**src/rtl/core/zwtd_pkg.sv**
```systemverilog
// Package of the ZACwire temperature decoder: word types, status codes and
// scaling constants. No dependencies.
`timescale 1ns / 1ps

package zwtd_pkg;

  // frame geometry
  localparam int unsigned FrameBits  = 20;
  localparam int unsigned PacketBits = 10;

  // reset value of the minimum strobe length
  localparam logic [7:0] MinStrobeReset = 8'd5;

  // temperature scaling: (raw * 700) / 2047 - 100
  localparam int unsigned ProdWidth  = 26;   // raw * 700 stays below 2^26
  localparam logic [9:0]  TempSpan   = 10'd700;
  localparam int unsigned RecipShift = 37;
  // ceil(2^37 / 2047); exact floor division for every dividend below 2^26
  localparam logic [26:0] Recip2047  = 27'd67141649;
  localparam int unsigned QuotWidth  = 15;
  localparam logic signed [15:0] TempOffset = 16'sd100;

  typedef enum logic [1:0] {
    ST_OK     = 2'd0,
    ST_STROBE = 2'd1,
    ST_PARITY = 2'd2
  } status_e;

  typedef enum logic {
    KIND_BIT   = 1'b0,
    KIND_START = 1'b1
  } kind_e;

  typedef struct packed {
    kind_e      kind;
    logic [7:0] pulse_length;
  } in_word_t;

  typedef struct packed {
    status_e            status;
    logic signed [15:0] temperature;
  } out_word_t;

  // completed frame handed from the bit collector to the scaler
  typedef struct packed {
    status_e     status;
    logic [15:0] raw;
  } frame_t;

endpackage

```
**src/rtl/core/zwtd_frame.sv**
```systemverilog
// Bit collector of the ZACwire decoder: strobe capture, data and parity
// per packet, first-error tracking. Depends on zwtd_pkg.
`timescale 1ns / 1ps

module zwtd_frame (
  input  logic              clk_i,
  input  logic              rst_ni,
  input  logic              step_i,
  input  zwtd_pkg::in_word_t word_i,
  input  logic [7:0]        min_strobe_i,
  output logic              done_o,
  output zwtd_pkg::frame_t  frame_o
);
  import zwtd_pkg::*;

  logic [4:0] bit_index_q, bit_index_d;
  logic [7:0] strobe_q, strobe_d;
  logic [7:0] data_q, data_d;
  logic       parity_q, parity_d;
  logic [7:0] high_q, high_d;
  status_e    error_q, error_d;

  logic       second_pkt;
  logic [4:0] pos;
  logic       bit_val;
  logic       last_bit;

  // position within the current packet
  assign second_pkt = (bit_index_q >= 5'(PacketBits));
  assign pos        = second_pkt ? (bit_index_q - 5'(PacketBits)) : bit_index_q;
  assign bit_val    = (word_i.pulse_length < strobe_q);
  assign last_bit   = (bit_index_q == 5'(FrameBits - 1));

  // next frame state
  always_comb begin
    bit_index_d = bit_index_q;
    strobe_d    = strobe_q;
    data_d      = data_q;
    parity_d    = parity_q;
    high_d      = high_q;
    error_d     = error_q;
    done_o      = 1'b0;
    frame_o     = '{status: ST_OK, raw: {high_q, data_q}};

    if (step_i) begin
      if (word_i.kind == KIND_START) begin
        bit_index_d = '0;
        strobe_d    = '0;
        data_d      = '0;
        parity_d    = 1'b0;
        high_d      = '0;
        error_d     = ST_OK;
      end else begin
        if (pos == 5'd0) begin
          strobe_d = word_i.pulse_length;
          data_d   = '0;
          parity_d = 1'b0;
          if (word_i.pulse_length < min_strobe_i && error_q == ST_OK) begin
            error_d = ST_STROBE;
          end
        end else if (pos < 5'(PacketBits - 1)) begin
          data_d   = {data_q[6:0], bit_val};
          parity_d = parity_q ^ bit_val;
        end else begin
          if ((bit_val ^ parity_q) && error_q == ST_OK) begin
            error_d = ST_PARITY;
          end
          if (!second_pkt) begin
            high_d = data_q;
          end
        end

        bit_index_d = bit_index_q + 5'd1;

        // frame end: hand over and start afresh
        if (last_bit) begin
          done_o      = 1'b1;
          frame_o     = '{status: error_d, raw: {high_q, data_q}};
          bit_index_d = '0;
          strobe_d    = '0;
          data_d      = '0;
          parity_d    = 1'b0;
          high_d      = '0;
          error_d     = ST_OK;
        end
      end
    end
  end

  // frame state registers
  always_ff @(posedge clk_i or negedge rst_ni) begin
    if (!rst_ni) begin
      bit_index_q <= '0;
      strobe_q    <= '0;
      data_q      <= '0;
      parity_q    <= 1'b0;
      high_q      <= '0;
      error_q     <= ST_OK;
    end else begin
      bit_index_q <= bit_index_d;
      strobe_q    <= strobe_d;
      data_q      <= data_d;
      parity_q    <= parity_d;
      high_q      <= high_d;
      error_q     <= error_d;
    end
  end

  // position never runs past the last bit of a frame
  assert property (@(posedge clk_i) disable iff (!rst_ni)
    bit_index_q < 5'(FrameBits))
    else $error("frame bit index out of range");

  // a completed frame always restarts at the first strobe
  assert property (@(posedge clk_i) disable iff (!rst_ni)
    done_o |=> (bit_index_q == 5'd0 && error_q == ST_OK))
    else $error("frame state not cleared after frame end");

endmodule

```
**src/rtl/core/zwtd_scale.sv**
```systemverilog
// Two-stage temperature scaler of the ZACwire decoder: raw * 700, then
// division by 2047 through a reciprocal multiply. Depends on zwtd_pkg.
`timescale 1ns / 1ps

module zwtd_scale (
  input  logic               clk_i,
  input  logic               rst_ni,
  input  logic               in_valid_i,
  output logic               in_ready_o,
  input  zwtd_pkg::frame_t   frame_i,
  output logic               out_valid_o,
  input  logic               out_ready_i,
  output zwtd_pkg::out_word_t out_word_o
);
  import zwtd_pkg::*;

  localparam int unsigned FullWidth = ProdWidth + 27;

  logic                 s1_valid_q, s1_valid_d;
  status_e              s1_status_q;
  logic [ProdWidth-1:0] s1_prod_q;
  logic                 out_valid_q, out_valid_d;
  out_word_t            out_word_q;

  logic                 s2_free;
  logic [FullWidth-1:0] full_prod;
  logic [QuotWidth-1:0] quot;
  logic signed [15:0]   temp;

  // handshake between the stages
  assign s2_free     = !out_valid_q || out_ready_i;
  assign in_ready_o  = !s1_valid_q || s2_free;
  assign s1_valid_d  = in_ready_o ? in_valid_i : s1_valid_q;
  assign out_valid_d = s2_free ? s1_valid_q : out_valid_q;

  // reciprocal multiply and offset
  assign full_prod = FullWidth'(s1_prod_q) * FullWidth'(Recip2047);
  assign quot      = full_prod[RecipShift +: QuotWidth];
  assign temp      = (s1_status_q == ST_OK)
                   ? ($signed({1'b0, quot}) - TempOffset) : 16'sd0;

  // control registers
  always_ff @(posedge clk_i or negedge rst_ni) begin
    if (!rst_ni) begin
      s1_valid_q  <= 1'b0;
      out_valid_q <= 1'b0;
    end else begin
      s1_valid_q  <= s1_valid_d;
      out_valid_q <= out_valid_d;
    end
  end

  // payload registers
  always_ff @(posedge clk_i) begin
    if (in_ready_o && in_valid_i) begin
      s1_status_q <= frame_i.status;
      s1_prod_q   <= ProdWidth'(frame_i.raw) * ProdWidth'(TempSpan);
    end
    if (s2_free && s1_valid_q) begin
      out_word_q <= '{status: s1_status_q, temperature: temp};
    end
  end

  assign out_valid_o = out_valid_q;
  assign out_word_o  = out_word_q;

  // an error word carries no temperature
  assert property (@(posedge clk_i) disable iff (!rst_ni)
    (out_valid_o && out_word_o.status != ST_OK) |-> out_word_o.temperature == 16'sd0)
    else $error("error word with nonzero temperature");

  // a good word lies within the sensor range
  assert property (@(posedge clk_i) disable iff (!rst_ni)
    (out_valid_o && out_word_o.status == ST_OK)
      |-> (out_word_o.temperature >= -16'sd100 && out_word_o.temperature <= 16'sd22310))
    else $error("temperature out of range");

  // a stalled middle stage keeps its word
  assert property (@(posedge clk_i) disable iff (!rst_ni)
    (s1_valid_q && !s2_free) |=> s1_valid_q)
    else $error("middle stage word dropped");

endmodule

```
**src/rtl/core/zacwire_temperature_decoder.sv**
```systemverilog
// ZACwire temperature decoder takes one measured pulse length per cycle
// (in_ready_o follows only output back-pressure). After its twentieth bit
// is accepted, the result of a frame passes two registers: one after the
// raw * 700 multiply and one after the reciprocal multiply by 1/2047.
// Start words clear a partial frame and give no result. The minimum strobe
// length register is written through the cfg port, which is always ready.
// Depends on zwtd_pkg, zwtd_frame and zwtd_scale.
`timescale 1ns / 1ps

module zacwire_temperature_decoder (
  input  logic                clk_i,
  input  logic                rst_ni,
  input  logic                cfg_valid_i,
  output logic                cfg_ready_o,
  input  logic [7:0]          cfg_data_i,
  input  logic                in_valid_i,
  output logic                in_ready_o,
  input  zwtd_pkg::in_word_t  in_word_i,
  output logic                out_valid_o,
  input  logic                out_ready_i,
  output zwtd_pkg::out_word_t out_word_o
);
  import zwtd_pkg::*;

  logic [7:0] min_strobe_q;
  logic       in_accept;
  logic       frame_done;
  frame_t     frame;

  // minimum strobe length register
  assign cfg_ready_o = 1'b1;

  always_ff @(posedge clk_i or negedge rst_ni) begin
    if (!rst_ni) begin
      min_strobe_q <= MinStrobeReset;
    end else if (cfg_valid_i) begin
      min_strobe_q <= cfg_data_i;
    end
  end

  assign in_accept = in_valid_i && in_ready_o;

  // bit collection
  zwtd_frame u_frame (
    .clk_i        (clk_i),
    .rst_ni       (rst_ni),
    .step_i       (in_accept),
    .word_i       (in_word_i),
    .min_strobe_i (min_strobe_q),
    .done_o       (frame_done),
    .frame_o      (frame)
  );

  // temperature scaling and output register
  zwtd_scale u_scale (
    .clk_i       (clk_i),
    .rst_ni      (rst_ni),
    .in_valid_i  (frame_done),
    .in_ready_o  (in_ready_o),
    .frame_i     (frame),
    .out_valid_o (out_valid_o),
    .out_ready_i (out_ready_i),
    .out_word_o  (out_word_o)
  );

endmodule
```
**config.mk**
```make
export PLATFORM = sky130hd
export DESIGN_NAME = zacwire_temperature_decoder
export DESIGN_NICKNAME = d
export VERILOG_FILES = /design/src/rtl/core/zwtd_pkg.sv /design/src/rtl/core/zwtd_frame.sv /design/src/rtl/core/zwtd_scale.sv /design/src/rtl/core/zacwire_temperature_decoder.sv
export SDC_FILE = /design/constraint.sdc
export NUM_CORES = 1
export LEC_CHECK = 0
export BUFFER_PORTS_ARGS = -buffer_cell sky130_fd_sc_hd__clkbuf_2
export CAP_MARGIN = 20
export CORE_ASPECT_RATIO = 0.8
export CORE_UTILIZATION = 45
export DETAILED_ROUTE_END_ITERATION = 7
export MAX_ROUTING_LAYER = met4
export SYNTH_ARGS = -nofsm -noshare
export SYNTH_HDL_FRONTEND = slang
export SYNTH_SLANG_ARGS = --single-unit
```
**constraint.sdc**
```tcl
create_clock -name clk_i -period 6.3 [get_ports clk_i]
set_input_delay 0.315 -clock clk_i [delete_from_list [all_inputs] [get_ports clk_i]]
set_output_delay 0.315 -clock clk_i [all_outputs]
set_load 0.01 [all_outputs]
```
==> results of run 1 <==
[state kept, by name, summed over array words and instances (netlist names)]
| name | flops |
|---|---|
| u_frame.parity_q | 1 |
| u_frame.data_q | 8 |
| u_frame.strobe_q | 8 |
| u_scale.s1_valid_q | 1 |
| u_scale.out_word_o | 18 |
| u_scale.s1_prod_q | 24 |
| u_frame.error_q | 2 |
| u_scale.out_valid_o | 1 |
| u_frame.bit_index_q | 5 |
| u_frame.high_q | 8 |
| min_strobe_q | 8 |
| u_scale.s1_status_q | 2 |
[worst max-delay path: stages, from the launching register on]
cell	delay, ns
edfxtp_1	0.54
ha_1	0.36
ha_1	0.28
inv_1	0.05
fa_1	0.51
inv_1	0.04
ha_1	0.28
ha_1	0.29
ha_1	0.33
and3_1	0.22
or4b_1	0.47
a31oi_1	0.40
nor2_1	0.15
xnor2_1	0.17
ha_1	0.23
inv_1	0.05
o21ai_0	0.14
a2bb2oi_1	0.13
a21oi_1	0.33
mux2i_1	0.28
xnor2_1	0.15
nor2_1	0.06
[cells in the mapped netlist (3+ instances only)]
| cell | count |
|---|---|
| fa_1 | 68 |
| nand2_1 | 49 |
| nor3_1 | 10 |
| nor2b_1 | 5 |
| nand3_1 | 14 |
| nor2_1 | 45 |
| and2_1 | 5 |
| edfxtp_1 | 44 |
| xnor2_1 | 28 |
| inv_1 | 150 |
| mux2i_1 | 6 |
| clkbuf_1 | 10 |
| dfrtp_1 | 40 |
| a22o_1 | 14 |
| nand2b_1 | 7 |
| or2_2 | 7 |
| and3_1 | 3 |
| or3_1 | 7 |
| and4_1 | 3 |
| o21ai_0 | 42 |
| a211oi_1 | 6 |
| ha_1 | 222 |
| a21oi_1 | 33 |
| nand4_1 | 5 |
| a21o_1 | 26 |
| o211ai_1 | 4 |
| xor2_1 | 8 |
| o21a_1 | 6 |
| a31oi_1 | 8 |
[kinds of logic after synthesis]
kind of cell,count (synthesis),synth area share
muxes,8,0.00855
other,1,0.000388
adders and majority gates,290,0.429
AOI/OAI and AO/OA,174,0.126
DFF,86,0.246
buffers and inverters,163,0.0643
and+or+nand+nor,178,0.0938
xor gates and xnor gates,36,0.0326
[layout make-up]
cell class | instances | area share
Inverter | 150 | 0.0539
Timing Repair Buffer | 42 | 0.0204
Multi-Input combinational cell | 687 | 0.638
Sequential cell | 86 | 0.227
Clock buffer | 11 | 0.0243
Tap cell | 269 | 0.0322
Clock inverter | 5 | 0.00395
[where the power goes]
part	internal (mW)	switching, mW	leakage (nW)
logic	0.0683	0.0966	4.39
clock network	0.295	0.232	0.143
registers	0.613	0.0202	0.940
[routing by layer]
layer / GRT usage / up-vias / share of wire
li1: - / 3347 / -
met1: 0.284 / 3249 / 0.55
met2: 0.276 / 80 / 0.42
met3: 0.0311 / 7 / 0.026
met4: 0.0296 / 0 / 0.0050
met5: - / - / 0
[per-stage QoR]
stage	util	hold WS (ns)	worst slack [ns]	cell area [um2]	cells
finish	0.500	0.0261	0.579	10400	1250
global route	0.500	0.0802	0.141	10400	1250
CTS	0.500	0.0473	0.609	10400	1250
detailed placement	0.486	0.427	0.615	10100	1234
global placement	0.486	0.421	0.777	10100	1234
floorplan	-	0.0194	1.13	9660	936
[worst max-delay path by stage]
stage | start | to | slack (ns) | cells past startpoint
2_1_floorplan | u_scale.s1_prod_q[21] | u_scale.out_word_o[12] | 1.13 | 22
3_3_place_gp | u_scale.s1_prod_q[12] | u_scale.out_word_o[12] | 0.78 | 23
3_5_place_dp | u_scale.s1_prod_q[12] | u_scale.out_word_o[12] | 0.61 | 23
4_1_cts | u_scale.s1_prod_q[12] | u_scale.out_word_o[12] | 0.61 | 23
5_1_grt | u_scale.s1_prod_q[12] | u_scale.out_word_o[12] | 0.14 | 23
6_report | u_scale.s1_prod_q[21] | u_scale.out_word_o[12] | 0.58 | 21
==> impl_results.md, run 1 <==
- Number of antenna violations at the first check in global routing: 0
- Pin count of the biggest net entering global routing: 43
- H-Tree Depth: 3
- Clock sink total: 86
- Most frequent cells in the layout: ha_1, inv_1, fa_1
- Total Power: 1.33 mW
- Total area of multi-input combinational cells: roughly 6700 um2
- DP HPWL: 16100 um
- Via count of the first global-routing pass: roughly 6400
- Post-CTS sizing: 0
- Actual slew at the worst max-slew pin: 1.01 ns
- Unrepaired setup endpoints after global routing: no
- Max-capacitance violation count: 0
- Internal reg-to-reg setup slack: about 0.58 ns
- Min Tclk post-route: 5.72 ns
- Nets@finish: around 1300
- Number of enable-type register cells in the synthesized netlist: 44
- Total core area: between 20000 and 25000 um2
- Vias: between 6000 and 7000
- Sequential area share after synthesis: 0.246
- Sum Neg Setup Slack: 0 ns
- Reg-to-Reg Start: u_scale.s1_prod_q[21]
- Endpoint of the worst register-to-register path: u_scale.out_word_o[12]
- Top cells by area in the synthesized netlist: ha_1, fa_1, edfxtp_1
- TritonCTS clock tree: built
- Average via count per standard cell: about 5.3
- Lkg Pwr: between 5 and 6 nW
- Final Max Tran Viols: 0
- Top FF cell, synth: edfxtp_1
- Detailed Route Iter0 Violations: about 320
- Number of buffers added by the clock tree synthesis step: 9
- Detailed-route DRC error count: 8
- Proportion of register bits with asynchronous set or reset after synthesis: 0.488
- Depth of the worst register-to-register path: 21
- Area of all sequential standard cells: around 2400 um2
- First-pass GRT wire length: approximately 32000 um
- Area of the mapped netlist: between 9000 and 10000 um2
- Violations in the final reports: DRC
- Leading cell type in the layout, fill and taps excluded: ha_1
- Crit-path max FO: 9
- # IOs: 43
- Period utilisation layout: 0.908
- Path class of the lowest-slack min-delay path: in2async
- Data required time at the worst endpoint: 6.40 ns
- Detailed Routing Iterations Pass 1: 7
- Type of the worst setup path: reg2reg
- VDD IR-drop max: about 0.14 mV
- Total global-route track usage: 0.191
- Diodes inserted: 0
- Nature of the critical path endpoint: flop
- Final-report hold violation count: 0
- Die outline width: between 150 and 200 um
- Fill cell count: 1898
- Initial core utilization: 0.463
- Layout Skew: 0.0115 ns
- Power per cell area: 127 nW/um2
- Post-synthesis area per instance: 10.3 um2
- Signal arrival time at the worst endpoint: 5.82 ns
- Maximum clock rate: between 150 and 200 MHz
- Last weighted congestion value of the routability-driven placer: around 0.87
- Total number of yosys warnings: 0
- Outcome: finished, violations left
- Overall routed net length: just under 20000 um
- IO buf count: between 40 and 50
- Remaining global-route overflow: 0
- Worst relative slew slack: 0.324
- Die Footprint: 22100 um2
- Number of nets with antenna violations after routing: 0
- Hold buffer count at CTS: 0
- Die extent in y: 133 um
- # setup viols final: 0
- Setup bufs post-CTS: 0
- Area growth from synthesis to final layout: 8.15%
- Clk root buf: clkbuf_16
- Largest area contributor in the synthesized netlist: ha_1
- Number of synthesized register bits: 86
- Distinct cell type count of the synthesized netlist: 75
- Synth top area share: 0.288
- Cells after Synth: approximately 940
- Critical path startpoint category: flop
- Per-cell routed wire length: around 16 um
- Share of layout cells above drive strength 1: 0.0917
- Net count after synthesis: 1248
- Clock latency at the later pin of the worst-skew pair: ~0.35 ns
- Row Count: 47
- Clock slew at the register clock pins of the worst setup and hold paths: roughly 0.070 ns
- Maximum number of buffers from clock root to sink: 2
No activity file was read; power rests on OpenSTA's default activity.
==> run 2, diff against run 1 <==
--- a/config.mk
+++ b/config.mk
@@ -7,10 +7,10 @@
 export LEC_CHECK = 0
 export BUFFER_PORTS_ARGS = -buffer_cell sky130_fd_sc_hd__clkbuf_2
 export CAP_MARGIN = 20
-export CORE_ASPECT_RATIO = 0.8
 export CORE_UTILIZATION = 45
 export DETAILED_ROUTE_END_ITERATION = 7
 export MAX_ROUTING_LAYER = met4
 export SYNTH_ARGS = -nofsm -noshare
 export SYNTH_HDL_FRONTEND = slang
 export SYNTH_SLANG_ARGS = --single-unit
+export TNS_END_PERCENT = 50
==> run 2 against run 1 <==
- the flow now finishes without violations
- critical path depth grew 1
- total power shrank 1.5%
- combinational power up 2%
- global-route usage about the same
- die area about the same
- worst hold slack gained 0.0012 ns
- fmax increased by 0.20%
- sequential power barely moved
- cell count grew 0.48%
==> impl_results.md, run 2 (same netlist as run 1, synthesis figures left out) <==
- Die extent in y: 149 um
- Switching power total: 0.353 mW
- First-pass GRT wire length: 32200 um
- Clock latency at the later pin of the worst-skew pair: about 0.35 ns
- Total global-route track usage: 0.191
- Maximum clock rate: 175 MHz
- Number of antenna violations at the first check in global routing: 0
- Min Tclk post-route: approximately 5.7 ns
- Post-CTS sizing: 0
- Critical path endpoint: u_scale.out_word_o[12]
- Total area of multi-input combinational cells: about 6700 um2
- Average via count per standard cell: 5.18
- Final-report hold violation count: 0
- # setup viols final: 0
- Most flop-heavy register: u_scale.s1_prod_q
- Switching Fraction: 0.271
- Cell class contributing the biggest share of worst-path delay: adder cells
- Detailed Routing Iterations Pass 1: 4
- Buffer and inverter count on the worst path: 3
- Layout Skew: around 0.011 ns
- Top Registers: u_scale.s1_prod_q x24, u_scale.out_word_o x18
- Setup bufs post-CTS: 0
- Chain of cells forming the critical path: ha_1 > ha_1 > inv_1 > fa_1 > inv_1 > ha_1 > ha_1 > ha_1 > and3_1 > a211oi_1 > and4b_2 > a21o_1 > a311oi_1 > nand3_1 > ha_1 > inv_1 > o21ai_0 > a2bb2oi_1 > a21oi_1 > mux2i_1 > xnor2_1 > nor2_1
- Hold buffer count at CTS: 0
- Nets@finish: 1288
- Number of nets with antenna violations after routing: 0
- Per-cell routed wire length: between 15 and 20 um
- DP HPWL: around 16000 um
- Lkg Pwr: approximately 5.5 nW
- Power per cell area: between 100 and 150 nW/um2
- Area of all sequential standard cells: 2370 um2
- Final Max Tran Viols: 0
- Row Count: 53
- Endpoint of the worst register-to-register path: u_scale.out_word_o[12]
- Signal arrival time at the worst endpoint: around 5.8 ns
- Via count of the first global-routing pass: approximately 6600
- TritonCTS clock tree: built
- Critical Path Max Stage Delay: between 0.5 and 0.6 ns
- H-Tree Depth: 3
- Leading cell type in the layout, fill and taps excluded: ha_1
- Path class of the lowest-slack min-delay path: in2async
- Total Power: about 1.3 mW
- Startpoint of the most critical setup path: u_scale.s1_prod_q[20]
- Period utilisation layout: 0.906
- Sequential Power Share: 0.486
- Clock power share: 0.385
- Final hold slack: roughly 0.027 ns
- Cell repeated most along the worst path: ha_1
- Actual slew at the worst max-slew pin: between 0.9 and 1 ns
- Total core area: 21000 um2
- Unrepaired setup endpoints after global routing: no
- IO buf count: a little over 40
- Sum Neg Setup Slack: 0 ns
- Internal reg-to-reg setup slack: a little under 0.6 ns
- Reg-to-Reg Start: u_scale.s1_prod_q[20]
- Maximum number of buffers from clock root to sink: 2
- Fill cell count: approximately 1900
- Max-capacitance violation count: 0
- Clk root buf: clkbuf_16
- Die Footprint: between 20000 and 25000 um2
- Data required time at the worst endpoint: 6.40 ns
- Combinational cell fraction of total power: 0.129
- Area growth from synthesis to final layout: 7.99%
- Depth of the worst register-to-register path: 22
- Clock sink total: 86
- Initial core utilization: 0.459
- Share of layout cells above drive strength 1: 0.0897
- VDD IR-drop max: between 0.1 and 0.15 mV
- Post-Layout Cell Count: approximately 1300
- Nature of the critical path endpoint: flop
- Diodes inserted: 0
- Last weighted congestion value of the routability-driven placer: between 0.9 and 1
- Pin count of the biggest net entering global routing: 43
- Outcome: finished clean
- Clock slew at the register clock pins of the worst setup and hold paths: about 0.070 ns
- Largest register FFs: 24
- Detailed-route DRC error count: 0
- Critical path startpoint category: flop
- Overall routed net length: between 15000 and 20000 um
- Internal power of the cells: 0.951 mW
- Detailed Route Iter0 Violations: between 150 and 200
- Die outline width: roughly 150 um
- Vias: 6505
- Post-Place Cells: about 1200
- Type of the worst setup path: reg2reg
- Remaining global-route overflow: 0
- Most frequent cells in the layout: ha_1, inv_1, fa_1
- Number of buffers added by the clock tree synthesis step: 9
- Critical Path Stages: 22
- Cell with the biggest individual delay on the critical path: edfxtp_1
- # IOs: 43
- Crit-path max FO: 6
- Worst relative slew slack: 0.364
-- run 2: cell types whose count changed in the layout (fill, tap and decap cells not counted), sizes merged --
| cell | before | now |
|---|---|---|
| clkbuf | 52 | 50 |
| clkinv | 2 | 3 |
| inv | 152 | 153 |
-- run 2: power by group through the flow --
stage	clock network [mW]	logic (mW)	registers [mW]
finish	0.502	0.169	0.634
global route	0.534	0.201	0.637
CTS	0.516	0.171	0.634
detailed placement	0	0.170	0.645
global placement	0	0.166	0.645
floorplan	0	0.126	0.636
-- run 2: routing by layer --
metal,vias up,GRT usage,part of all wire
li1,3347,-,-
met1,3068,0.240,0.49
met2,69,0.323,0.48
met3,21,0.0212,0.019
met4,0,0.0572,0.014
met5,-,-,0
-- run 2: layout make-up --
type,instances,share of cell area
inverters,150,0.0540
clock buffers,9,0.0216
repair buffers,42,0.0204
well taps,275,0.0330
multi-input cells,687,0.639
flip-flops and latches,86,0.228
clock inverters,7,0.00456
-- run 2: worst min path at each step --
stage	startpoint	end	slack [ns]
6_report	rst_ni	u_scale.out_valid_o	0.03
5_1_grt	rst_ni	u_frame.bit_index_q[4]	0.08
4_1_cts	rst_ni	u_frame.bit_index_q[1]	0.05
3_5_place_dp	rst_ni	u_scale.out_valid_o	0.42
3_3_place_gp	rst_ni	u_scale.out_valid_o	0.43
2_1_floorplan	rst_ni	min_strobe_q[1]	0.02
-- run 2: per-stage QoR --
stage               instance area [um2]  worst slack [ns]  utilization
global placement                  10200             0.763        0.483
detailed placement                10200             0.620        0.483
CTS                               10400             0.613        0.496
global route                      10400             0.238        0.496
floorplan                          9660              1.13            -
finish                            10400             0.591        0.496
-- run 2: worst reg2reg max path: cells and delay by family (launching register included) --
kind / cells / cell delay, ns
fa+ha+maj: 7 / 2.28
compound gates: 6 / 1.38
simple gates: 4 / 0.74
flops: 1 / 0.55
mux: 1 / 0.23
buf+inv: 3 / 0.15
xor+xnor: 1 / 0.14
